### config.mk
export PLATFORM = sky130hd
export DESIGN_NAME = tmhs_ram
export DESIGN_NICKNAME = d
export VERILOG_FILES = /design/src/rtl/tmhs_ram.sv
export SDC_FILE = /design/constraint.sdc
export NUM_CORES = 1
export LEC_CHECK = 0
export BUFFER_PORTS_ARGS = -buffer_cell sky130_fd_sc_hd__buf_2
export CORE_ASPECT_RATIO = 0.8
export CORE_MARGIN = 8
export CORE_UTILIZATION = 55
export DETAILED_ROUTE_END_ITERATION = 8
export PLACE_DENSITY = 0.69
export REMOVE_ABC_BUFFERS = 1
export SLEW_MARGIN = 20
export SYNTH_ARGS = -nofsm -noshare
export SYNTH_HDL_FRONTEND = slang
export SYNTH_SLANG_ARGS = --single-unit
### constraint.sdc
create_clock -name clk -period 2.2 [get_ports clk]
set_clock_uncertainty 0.1 [all_clocks]
set_input_delay 0.22 -clock clk [delete_from_list [all_inputs] [get_ports clk]]
set_output_delay 0.22 -clock clk [all_outputs]
set_load 0.02 [all_outputs]
### src/rtl/tmhs_ram.sv
// Generic simple dual-port RAM with one write port and a registered read port.
`timescale 1ns / 1ps
module tmhs_ram #(
  parameter int WIDTH = 8,
  parameter int DEPTH = 64
) (
  input  logic                     clk,
  input  logic                     we,
  input  logic [$clog2(DEPTH)-1:0] waddr,
  input  logic [WIDTH-1:0]         wdata,
  input  logic [$clog2(DEPTH)-1:0] raddr,
  output logic [WIDTH-1:0]         rdata
);

  logic [WIDTH-1:0] mem [DEPTH];
  logic [WIDTH-1:0] rdata_r;

  always_ff @(posedge clk) begin
    if (we) begin
      mem[waddr] <= wdata;
    end
    rdata_r <= mem[raddr];
  end

  assign rdata = rdata_r;

endmodule

==> qor.csv <==
metric;value;unit
initial_utilization;56.03;%
required;2.53;ns
fin_nets;1143;
p_switching;4.206;mW
cp_cell_sequence;mux4_2 > nor2b_1 > a2111oi_0 > buf_4 > o41ai_1;
whs;0.06140;ns
worst_pin_slew;0.7079;ns
synthTopCellsByArea;edfxtp_1 76%, mux4_2 14%, nor2_1 1.5%;
clk_latency;0.57;ns
cellLeakagePower;7.668;nW
dp_slack;-0.3582;ns
cp.arrival;2.43;ns
synth_edf_count;512;
clk_path_buf_depth;3;
ios;30;
dpl_cell_area;21910;um2
grt_use_total;21.27;%
syn2layout_area_growth;16.50;%
fill_cells;2367;
setup_violations;0;
drv_cap;0;
wl;46070;um
critPathMaxStageDelay;0.55;ns
outcome;completed;
worst-path-buf-inv;1;
cts_tree;built;
p_int;16.24;mW
synth_top_cell_area_share;76.24;%
n_antenna_cell;0;
vias;10131;
grt.overflow.total;0;
fp.dieW;230.1;um
slew_violations;0;
fp-row-count;62;
avgSynthCellArea;21.45;um2
relSlewSlack;52.80;%
max-vdd-ir-drop;0.7248;mV
grt_max_degree;65;
grt_pass1_wl;68160;um
setup_slack;0.1040;ns
min_path_type;input pin to register;
htree_levels;2;
synth_top_flop_cell;edfxtp_1;
antenna_found_initial;0;
cts.sink_count;520;
max_freq;0.4771;GHz
yosys_register_bits;520;
dp.final_hpwl;29850;um
yosysWarnings;0;
dr.first_iter.drc_count;1300;
hold_viol;0;
synthCells;940;
powerDensity;870.2;nW/um2
die_h;187.3;um
final_util;65.27;%
yosysMostFrequentCell;edfxtp_1;
path_class;register to register;
core_area;35990;um2
drt.antenna.violating_nets;0;
cts_root_buf;clkbuf_16;
vias_per_cell;6.189;
layout.area.seq;15530;um2
clk_pin_slew_worst_paths;0.06;ns
synth_area;20170;um2
gp_congestion;0.8402;
ys_top_cells_by_count;512 x edfxtp_1, 126 x mux4_2, 83 x nor2_1, 23 x mux2i_1, 19 x nand2_1;
final.period_utilization;95.27;%
drive_above_1_share;33.54;%
cts_buffers;48;
ys_seq_area_share;77.03;%
drt-wirelength-per-cell;28.14;um
drc_errors;0;
endpoint_kind;register;
min_period;2.096;ns
synth_top_area_cell;edfxtp_1;
crit_fanout;1;
cp-start-kind;register;
switching_share;20.58;%
ys_types;40;
seq_power_share;53.8;%
synthArstFlopShare;0;%
crit_slowest_cell;a2111oi_0;
firstDrtPassIters;6;
design_area;23490;um2
die_area;43090;um2
rsz0062_at_grt;false;
p_total;20.44;mW
clockPowerShare;40.5;%
cts_setup_buffers;0;
path_delay_family;compound AO/OA/AOI/OAI gates;
grt_pass1_vias;10066;
numPortBuffers;29;
multi_input_area;4322;um2
combPwrFrac;5.7;%
sequential cells by signal, indices dropped and copies added (netlist names):
name	cells
mem	512
rdata	8
final cells by class:
class | instances | area share, %
Sequential cell | 520 | 66.12
Multi-Input combinational cell | 369 | 18.39
Timing Repair Buffer | 182 | 6.268
Clock buffer | 61 | 5.587
Tap cell | 480 | 2.556
Clock inverter | 25 | 1.070
routing by layer:
metal / share of wire [%] / vias up / global-route usage (%)
met5: 0 / - / 0
met1: 43 / 5273 / 32.12
li1: - / 4282 / -
met2: 45 / 487 / 30.90
met3: 9.0 / 89 / 4.790
met4: 3.0 / 0 / 6.279
power by group through the flow:
| stage | Clock (mW) | Combinational [mW] | Sequential [mW] |
|---|---|---|---|
| after floorplan | 0 | 0.425 | 11.2 |
| after global placement | 0 | 1.14 | 11.2 |
| after CTS | 8.37 | 1.17 | 11.0 |
| after global routing | 8.70 | 1.24 | 11.0 |
| final | 8.27 | 1.17 | 11.0 |
| after detailed placement | 0 | 1.16 | 11.2 |
placed cells by master, fill, tap and decap left out, types with 4 or more instances in the layout:
cell / synthesis / final
a211oi_1: 4 / 4
nand2_1: 19 / 19
clkbuf_1: 17 / 9
buf_4: 13 / 141
buf_2: 11 / 26
dfxtp_1: 8 / 8
a221oi_1: 6 / 6
o22ai_1: 8 / 8
clkinv_2: 0 / 5
mux2_2: 13 / 13
nand2b_1: 7 / 7
nand3_1: 13 / 13
nor2_1: 83 / 83
o221ai_1: 8 / 8
buf_12: 2 / 13
nor2b_1: 14 / 14
mux2i_1: 23 / 23
clkbuf_16: 0 / 50
edfxtp_1: 512 / 512
nor3_1: 7 / 7
mux4_2: 126 / 126
bufinv_16: 0 / 5
clkinv_1: 0 / 12
worst paths after layout:
check              from         end  slack (ns)  cells past startpoint
max           mem[0][3]    rdata[3]        0.10                      5
min            wdata[4]  mem[56][4]        0.06                      1
max reg2reg   mem[0][3]    rdata[3]        0.10                      5
min reg2reg  mem[26][4]    rdata[4]        0.78                      3
timing repair:
item,4_1_cts,5_1_grt
endpoints found under the setup margin,1,1
hold buffers,1,0
hold endpoints to repair,4,0
gates resized for setup,1,1
through the flow:
step / setup TNS, ns / instances
final: 0 / 1637
after global routing: 0 / 1637
after CTS: 0 / 1637
after detailed placement: -1.098 / 1550
after global placement: -0.8642 / 1550
after floorplan: 0 / 889
cells by family (layout without fill, tap and decap cells):
family / after synthesis / in the layout / synth area share [%]
multiplexers: 162 / 162 / 15.94
AND/OR/NAND/NOR: 153 / 153 / 3.387
buffers and inverters: 51 / 268 / 1.570
flip-flops: 520 / 520 / 77.03
AO/OA/AOI/OAI: 54 / 54 / 2.072
No activity file was read; power rests on OpenSTA's default activity.
