--- config.mk ---
export PLATFORM = sky130hd
export DESIGN_NAME = tmhs_rem_div
export DESIGN_NICKNAME = d
export VERILOG_FILES = /design/src/rtl/tmhs_pkg.sv /design/src/rtl/tmhs_rem_div.sv
export SDC_FILE = /design/constraint.sdc
export NUM_CORES = 1
export LEC_CHECK = 0
export ABC_CLOCK_PERIOD_IN_PS = 3650
export BUFFER_PORTS_ARGS = -buffer_cell sky130_fd_sc_hd__buf_4
export CELL_PAD_IN_SITES_DETAIL_PLACEMENT = 1
export CELL_PAD_IN_SITES_GLOBAL_PLACEMENT = 1
export CORE_MARGIN = 3
export CORE_UTILIZATION = 35
export DETAILED_ROUTE_END_ITERATION = 6
export PLACE_DENSITY = 0.76
export REMOVE_ABC_BUFFERS = 1
export SETUP_SLACK_MARGIN = 0.2
export SYNTH_ARGS = -nofsm -noshare
export SYNTH_HDL_FRONTEND = slang
export SYNTH_SLANG_ARGS = --single-unit
export TNS_END_PERCENT = 100
--- constraint.sdc ---
create_clock -name clk -period 3.65 [get_ports clk]
set_input_delay 0.365 -clock clk [delete_from_list [all_inputs] [get_ports clk]]
set_output_delay 0.365 -clock clk [all_outputs]
set_load 0.05 [all_outputs]
--- src/rtl/tmhs_pkg.sv ---
// Package with the shared types, constants and codes of the timer heap scheduler.
`timescale 1ns / 1ps
package tmhs_pkg;

  localparam int HANDLE_W       = 6;
  localparam int NUM_HANDLES    = 64;
  localparam int TIME_W         = 64;
  localparam int TAG_W          = 32;
  localparam int BUDGET_W       = 7;
  localparam int COUNT_W        = 7;
  localparam int BUDGET_MAX     = 64;
  localparam int MAX_TIMERS_DEF = 64;
  localparam int IN_DATA_W      = 240;
  localparam int OUT_DATA_W     = 112;

  typedef enum logic [1:0] {
    OP_SET    = 2'd0,
    OP_REMOVE = 2'd1,
    OP_EXPIRE = 2'd2,
    OP_NOP    = 2'd3
  } opcode_t;

  typedef enum logic [3:0] {
    ST_IDLE,
    ST_DIS_POS,
    ST_DIS_LAST,
    ST_ARM,
    ST_SD_START,
    ST_SD_L,
    ST_SD_R,
    ST_SU_START,
    ST_SU_P,
    ST_EXP_CHK,
    ST_EXP_TM,
    ST_EXP_DIV,
    ST_EMIT
  } state_t;

  typedef struct packed {
    logic [HANDLE_W-1:0] h;
    logic [TIME_W-1:0]   d;
  } heap_ent_t;

endpackage

--- src/rtl/tmhs_rem_div.sv ---
// Restoring divider that yields the remainder of a 64-bit division, one bit per cycle.
`timescale 1ns / 1ps
module tmhs_rem_div (
  input  logic                       clk,
  input  logic                       rst_n,
  input  logic                       start,
  input  logic [tmhs_pkg::TIME_W-1:0] dividend,
  input  logic [tmhs_pkg::TIME_W-1:0] divisor,
  output logic                       busy,
  output logic                       done,
  output logic [tmhs_pkg::TIME_W-1:0] rem
);

  localparam int W  = tmhs_pkg::TIME_W;
  localparam int CW = $clog2(W + 1);

  logic [W-1:0]  rem_r, rem_nxt;
  logic [W-1:0]  x_r, x_nxt;
  logic [W-1:0]  d_r, d_nxt;
  logic [CW-1:0] cnt_r, cnt_nxt;
  logic          busy_r, busy_nxt;
  logic          done_r, done_nxt;
  logic [W:0]    trial;
  logic [W:0]    diff;

  always_comb begin
    rem_nxt  = rem_r;
    x_nxt    = x_r;
    d_nxt    = d_r;
    cnt_nxt  = cnt_r;
    busy_nxt = busy_r;
    done_nxt = 1'b0;
    trial    = {rem_r, x_r[W-1]};
    diff     = trial - {1'b0, d_r};
    if (start) begin
      rem_nxt  = '0;
      x_nxt    = dividend;
      d_nxt    = divisor;
      cnt_nxt  = CW'(W);
      busy_nxt = 1'b1;
    end else if (busy_r) begin
      x_nxt = {x_r[W-2:0], 1'b0};
      if (!diff[W]) begin
        rem_nxt = diff[W-1:0];
      end else begin
        rem_nxt = trial[W-1:0];
      end
      cnt_nxt = cnt_r - 1'b1;
      if (cnt_r == CW'(1)) begin
        busy_nxt = 1'b0;
        done_nxt = 1'b1;
      end
    end
  end

  always_ff @(posedge clk) begin
    if (!rst_n) begin
      busy_r <= 1'b0;
      done_r <= 1'b0;
      cnt_r  <= '0;
    end else begin
      busy_r <= busy_nxt;
      done_r <= done_nxt;
      cnt_r  <= cnt_nxt;
    end
    rem_r <= rem_nxt;
    x_r   <= x_nxt;
    d_r   <= d_nxt;
  end

  assign busy = busy_r;
  assign done = done_r;
  assign rem  = rem_r;

endmodule

==> flow_metrics.env, run 1 <==
export IMPL_max_freq_ghz=0.297
export IMPL_drt_pass1_iter_count=5
export IMPL_end_kind="flop"
export IMPL_rrSetupSlack_ns=0.29
export IMPL_worstSetupEndpoint="rem[3]$_SDFFE_PP0P_"
export IMPL_drive_gt1_share_pct=26.6
export IMPL_arrival_ns=3.80
export IMPL_synth_area_mm2=0.0119
export IMPL_r2r_end="rem[3]$_SDFFE_PP0P_"
export IMPL_tightest_slew_ns=0.788
export IMPL_seq_area_frac_synth_pct=44.5
export IMPL_hold_start="rst_n"
export IMPL_die_h_um=191
export IMPL_nFillCells=3700
export IMPL_place_inst=1830
export IMPL_maxCapViolations=0
export IMPL_synth_cell_type_count=75
export IMPL_min_path_cells=2
export IMPL_max_slew_margin_rel_pct=47.4
export IMPL_syn_mean_instance_area_um2=9.75
export IMPL_cts_root_buf="clkbuf_16"
export IMPL_viasPerCell=5.25
export IMPL_cts_buffer_depth=3
export IMPL_synthArstFlopShare_pct=0
export IMPL_hpwl_um=25700
export IMPL_drc_errors=0
export IMPL_htreeDepth=1
export IMPL_worst_hold_slack_ns=0.0494
export IMPL_synth_ff_type="edfxtp_1"
export IMPL_ant_nets=0
export IMPL_gr_usage_all_layers_pct=19.9
export IMPL_slew_violations=0
export IMPL_io_pins=197
export IMPL_wl_per_cell_um=19.0
export IMPL_grt_max_degree=67
export IMPL_min_period_ns=3.36
export IMPL_vias=10200
export IMPL_cts_clk_slew_worst_paths_ns=0.07
export IMPL_skew_ns=0.0109
export IMPL_startpoint_type="flop"
export IMPL_antenna_cells=0
export IMPL_finalCritPeriodShare_pct=92.2
export IMPL_path_class="flop to flop"
export IMPL_tns_ns=0
export IMPL_vdd_ir_drop_worst_v=0.000346
export IMPL_fp_dieW_um=191
export IMPL_clock_latency_ns=0.54
export IMPL_grt_pass1_wl_um=58800
export IMPL_required_ns=4.09
export IMPL_drtIter0Drc=544
export IMPL_rows=66
export IMPL_finalHoldViolations=0
export IMPL_finalWirelength_um=37100
export IMPL_p_total_mw=7.48
export IMPL_reg2reg_depth=13
export IMPL_crit_start="d_r[47]$_DFFE_PP_"
export IMPL_nets=1688
export IMPL_yosys_warnings=0
export IMPL_finalSetupViolCount=0
export IMPL_cts_tree="done"
export IMPL_initial_utilization_pct=36.1
export IMPL_hold_class="input pin to flop"
export IMPL_dieArea_mm2=0.0363
export IMPL_grt_pass1_vias=11000
export IMPL_synth_seq_cells=201
export IMPL_cts_buffers=25
export IMPL_place_gp_congestion=0.874
export IMPL_finalNonFillerCells=1951
export IMPL_power_density_mw_per_mm2=473
export IMPL_antenna_found_initial=0
export IMPL_syn_to_final_growth_pct=32.8
export IMPL_worstPathMaxFanout=9
export IMPL_synth_edf_count=128
export IMPL_synthCells=1222
export IMPL_portBuffers=196
export IMPL_r2r_start="d_r[47]$_DFFE_PP_"
export IMPL_overflow=0
export IMPL_rsz0062_at_grt="yes"
export IMPL_leakage_nw=6.77
export IMPL_status="completed"
export IMPL_core_mm2=0.0330
export IMPL_clock_sinks=201
## cell type report
cell class | count | area, µm² | area share, %
Inverter | 82 | 308 | 1.94
Tap cell | 442 | 553 | 3.49
Sequential cell | 201 | 5310 | 33.5
Clock inverter | 15 | 170 | 1.08
Multi-Input combinational cell | 878 | 6260 | 39.5
Clock buffer | 31 | 658 | 4.16
Timing Repair Buffer | 302 | 2570 | 16.2
## Yosys cell counts (33+ instances only)
library cell    n  area (µm²)
o21ai_0        40         200
dfxtp_1        73        1460
clkbuf_1       40         150
a211oi_1       50         375
mux2_2         66         743
inv_1          81         304
nor2_1        138         518
a21oi_1       120         601
nand2_1        83         312
ha_1           66         826
xor2_1         33         289
edfxtp_1      128        3840
## metal layers
layer / vias to the layer above / part of all wire (%) / global-route usage [%]
met2: 191 / 49 / 34.8
li1: 4995 / - / -
met4: 0 / 2.1 / 4.63
met3: 41 / 4.3 / 3.84
met5: - / 0 / 0
met1: 5022 / 44 / 25.6
## logic make-up (layout without fill, tap and decap cells)
family                     count (synthesis)  in the layout  share of synthesized area (%)
muxes                                     87             87                           8.03
AOI/OAI and AO/OA                        335            335                           18.5
xor gates and xnor gates                  58             58                           4.26
buffers and inverters                    143            430                           4.95
DFF                                      201            201                           44.5
adders and majority gates                 67             67                           7.10
and+or+nand+nor                          331            331                           12.6
## per-stage QoR
step	util [%]	setup WS, ns	cell area [µm²]
after global routing	47.9	0.129	15800
after global placement	42.3	0.0338	14000
after CTS	47.3	0.212	15600
after floorplan	-	-2.24	11600
final	47.9	0.286	15800
after detailed placement	42.3	-0.0422	14000
## worst min-delay path by stage
stage | slack (ns) | end
global placement | 0.48 | cnt_r[1]$_SDFFE_PP0P_
finish | 0.05 | busy$_SDFF_PN0_
floorplan | 0.43 | rem[25]$_SDFFE_PP0P_
global route | 0.06 | busy$_SDFF_PN0_
detailed placement | 0.52 | cnt_r[1]$_SDFFE_PP0P_
CTS | 0.03 | busy$_SDFF_PN0_
## registers in the layout (all words and copies together), names as in the netlist
signal / cells
rem: 64
cnt_r: 7
d_r: 64
x_r: 64
busy: 1
done: 1
## cells in the final DEF (no fill, tap or decap), types with 8 or more instances in the layout
master and n:
a211oi_1 45, a21o_1 25, a21oi_1 106, a21oi_2 13, and3_1 14, buf_4 226
clkbuf_16 26, dfxtp_1 72, dlygate4sd3_1 64, edfxtp_1 128, ha_1 62, inv_1 81
mux2_2 66, mux2i_1 18, nand2_1 81, nand2b_1 8, nand3_1 15, nand4_1 19
nor2_1 138, nor2b_1 9, nor3_1 13, o211ai_1 8, o21ai_0 38, o21bai_1 10
xnor2_1 25, xor2_1 33
## repair_timing
action                     CTS  global route
hold buffers                64             0
cloned                       2             1
pin swaps                   11            10
hold endpoints to repair    64             0
buffers inserted             6             2
setup endpoints to repair   64            64
resized for setup           15            38
## where the power goes
group	switching (mW)	internal (mW)
logic	1.27	0.901
registers	0.127	2.65
clock network	1.03	1.50
## worst max-delay path, stage by stage (launching register included)
cell,delay (ns)
edfxtp_1,0.41
inv_1,0.07
ha_2,0.42
nand4_1,0.16
or2_1,0.29
nor4_4,0.35
o2111ai_4,0.23
a21oi_2,0.23
o221ai_4,0.19
buf_12,0.21
buf_12,0.15
nor2_1,0.21
a21oi_2,0.06
a211oi_1,0.27
Note: power is estimated with default switching activity, not from simulation.
==> inputs of run 2 (changes only) <==
--- a/config.mk
+++ b/config.mk
@@ -11,6 +11,7 @@
 export CELL_PAD_IN_SITES_GLOBAL_PLACEMENT = 1
 export CORE_MARGIN = 3
 export CORE_UTILIZATION = 35
+export CTS_BUF_LIST = sky130_fd_sc_hd__clkbuf_8 sky130_fd_sc_hd__clkbuf_16
 export DETAILED_ROUTE_END_ITERATION = 6
 export PLACE_DENSITY = 0.76
 export REMOVE_ABC_BUFFERS = 1
==> run 2 against run 1 <==
Net effect: utilization unchanged; first-iteration DRC count rose by 7.0%; count of clock-buffer cells in the layout is 5 lower; worst hold slack gained 0.00092 ns; routed wire length barely moved; via count shrank 0.11%; maximum frequency barely moved; non-clock buffer count is the same; highest routed layer unchanged.
==> flow_metrics.env, run 2 (synthesized netlist as in run 1, its figures left out) <==
export IMPL_portBuffers=196
export IMPL_drc_errors=0
export IMPL_clock_latency_ns=0.54
export IMPL_initial_utilization_pct=36.1
export IMPL_grt_max_degree=67
export IMPL_cts_root_buf="clkbuf_16"
export IMPL_grt_pass1_wl_um=58800
export IMPL_cts_tree="done"
export IMPL_finalHoldViolations=0
export IMPL_antenna_found_initial=0
export IMPL_rows=66
export IMPL_core_mm2=0.0330
export IMPL_finalSetupViolCount=0
export IMPL_hold_class="input pin to flop"
export IMPL_vdd_ir_drop_worst_v=0.000347
export IMPL_wl_per_cell_um=19.0
export IMPL_skew_ns=0.0122
export IMPL_p_total_mw=7.47
export IMPL_drive_gt1_share_pct=26.6
export IMPL_viasPerCell=5.25
export IMPL_power_density_mw_per_mm2=472
export IMPL_max_slew_margin_rel_pct=46.7
export IMPL_worst_hold_slack_ns=0.0503
export IMPL_die_h_um=191
export IMPL_tns_ns=0
export IMPL_min_period_ns=3.36
export IMPL_final_util_pct=47.9
export IMPL_final_area_mm2=0.0158
export IMPL_tightest_slew_ns=0.799
export IMPL_ant_nets=0
export IMPL_required_ns=4.09
export IMPL_cts_clk_slew_worst_paths_ns=0.07
export IMPL_mostFrequentLayoutCells="buf_4 (226), nor2_1 (138), edfxtp_1 (128), a21oi_1 (106), inv_1 (86)"
export IMPL_end_kind="flop"
export IMPL_cts_buffer_depth=3
export IMPL_clock_sinks=201
export IMPL_arrival_ns=3.80
export IMPL_fp_dieW_um=191
export IMPL_vias=10200
export IMPL_nets=1688
export IMPL_maxCapViolations=0
export IMPL_hpwl_um=25700
export IMPL_worstPathMaxFanout=9
export IMPL_drt_pass1_iter_count=4
export IMPL_startpoint_type="flop"
export IMPL_finalWirelength_um=37100
export IMPL_dp_slack_ns=-0.0422
export IMPL_grt_pass1_vias=11000
export IMPL_max_freq_ghz=0.298
export IMPL_rsz0062_at_grt="yes"
export IMPL_place_inst=1830
export IMPL_syn_to_final_growth_pct=32.8
export IMPL_final_common_cell="buf_4"
export IMPL_status="completed"
export IMPL_gr_usage_all_layers_pct=19.9
export IMPL_path_class="flop to flop"
export IMPL_finalCritPeriodShare_pct=92.1
export IMPL_slew_violations=0
export IMPL_finalNonFillerCells=1951
export IMPL_post_dp_cell_area_mm2=0.0140
export IMPL_setup_slack_ns=0.290
export IMPL_cts_buffers=25
export IMPL_io_pins=197
export IMPL_overflow=0
export IMPL_drtIter0Drc=582
export IMPL_antenna_cells=0
export IMPL_place_gp_congestion=0.874
export IMPL_leakage_nw=6.79
export IMPL_htreeDepth=1
export IMPL_dieArea_mm2=0.0363
==> run 2: cell types whose count changed in the layout (fill, tap and decap cells not counted), sizes merged <==
cell    change
clkbuf      -5
inv         +5
==> run 2: final cells by class <==
type	instances	area [µm²]
sequential	201	5310
tap	442	553
timing repair buffer	302	2570
clock buffer	26	639
inverter	82	308
multi-input combinational	878	6260
clock inverter	20	189
fill	3700	17200
==> run 2: power breakdown <==
group | leakage, nW | total, mW | internal, mW | switching (mW)
registers | 1.87 | 2.78 | 2.65 | 0.127
logic | 4.49 | 2.17 | 0.901 | 1.27
clock network | 0.424 | 2.52 | 1.49 | 1.03
total | 6.79 | 7.47 | 5.04 | 2.43
==> run 2: worst paths after layout <==
path	startpoint	slack, ns	endpoint	cells past startpoint
worst max-delay path	rem[34]$_SDFFE_PP0P_	0.29	rem[3]$_SDFFE_PP0P_	13
worst min-delay path	rst_n	0.05	busy$_SDFF_PN0_	2
worst max register to register	rem[34]$_SDFFE_PP0P_	0.29	rem[3]$_SDFFE_PP0P_	13
worst min register to register	cnt_r[1]$_SDFFE_PP0P_	0.53	cnt_r[1]$_SDFFE_PP0P_	2
==> run 2: per-layer routing <==
layer / routed length [µm] / up-vias / track usage (%)
met5: 0 / - / 0
met4: 788 / 0 / 4.63
met3: 1770 / 43 / 3.84
met2: 18200 / 196 / 34.8
met1: 16400 / 5005 / 25.6
li1: - / 4994 / -
==> run 2: critical path, cell delays in order (launching register included) <==
cell	delay [ns]
dfxtp_1	0.35
ha_1	0.42
nand2_2	0.19
nor2_1	0.08
a211oi_2	0.30
nor2_1	0.15
a221oi_4	0.44
and2_4	0.23
o221ai_4	0.18
buf_12	0.22
buf_12	0.15
nor2_1	0.21
a21oi_2	0.06
a211oi_1	0.28
==> run 2: timing repair <==
item,in CTS,in global routing
pin swaps,11,10
setup endpoints to repair,64,64
endpoints found under the hold margin,64,0
hold buffers,64,0
setup buffers,6,2
gates cloned,2,1
resized for setup,15,38
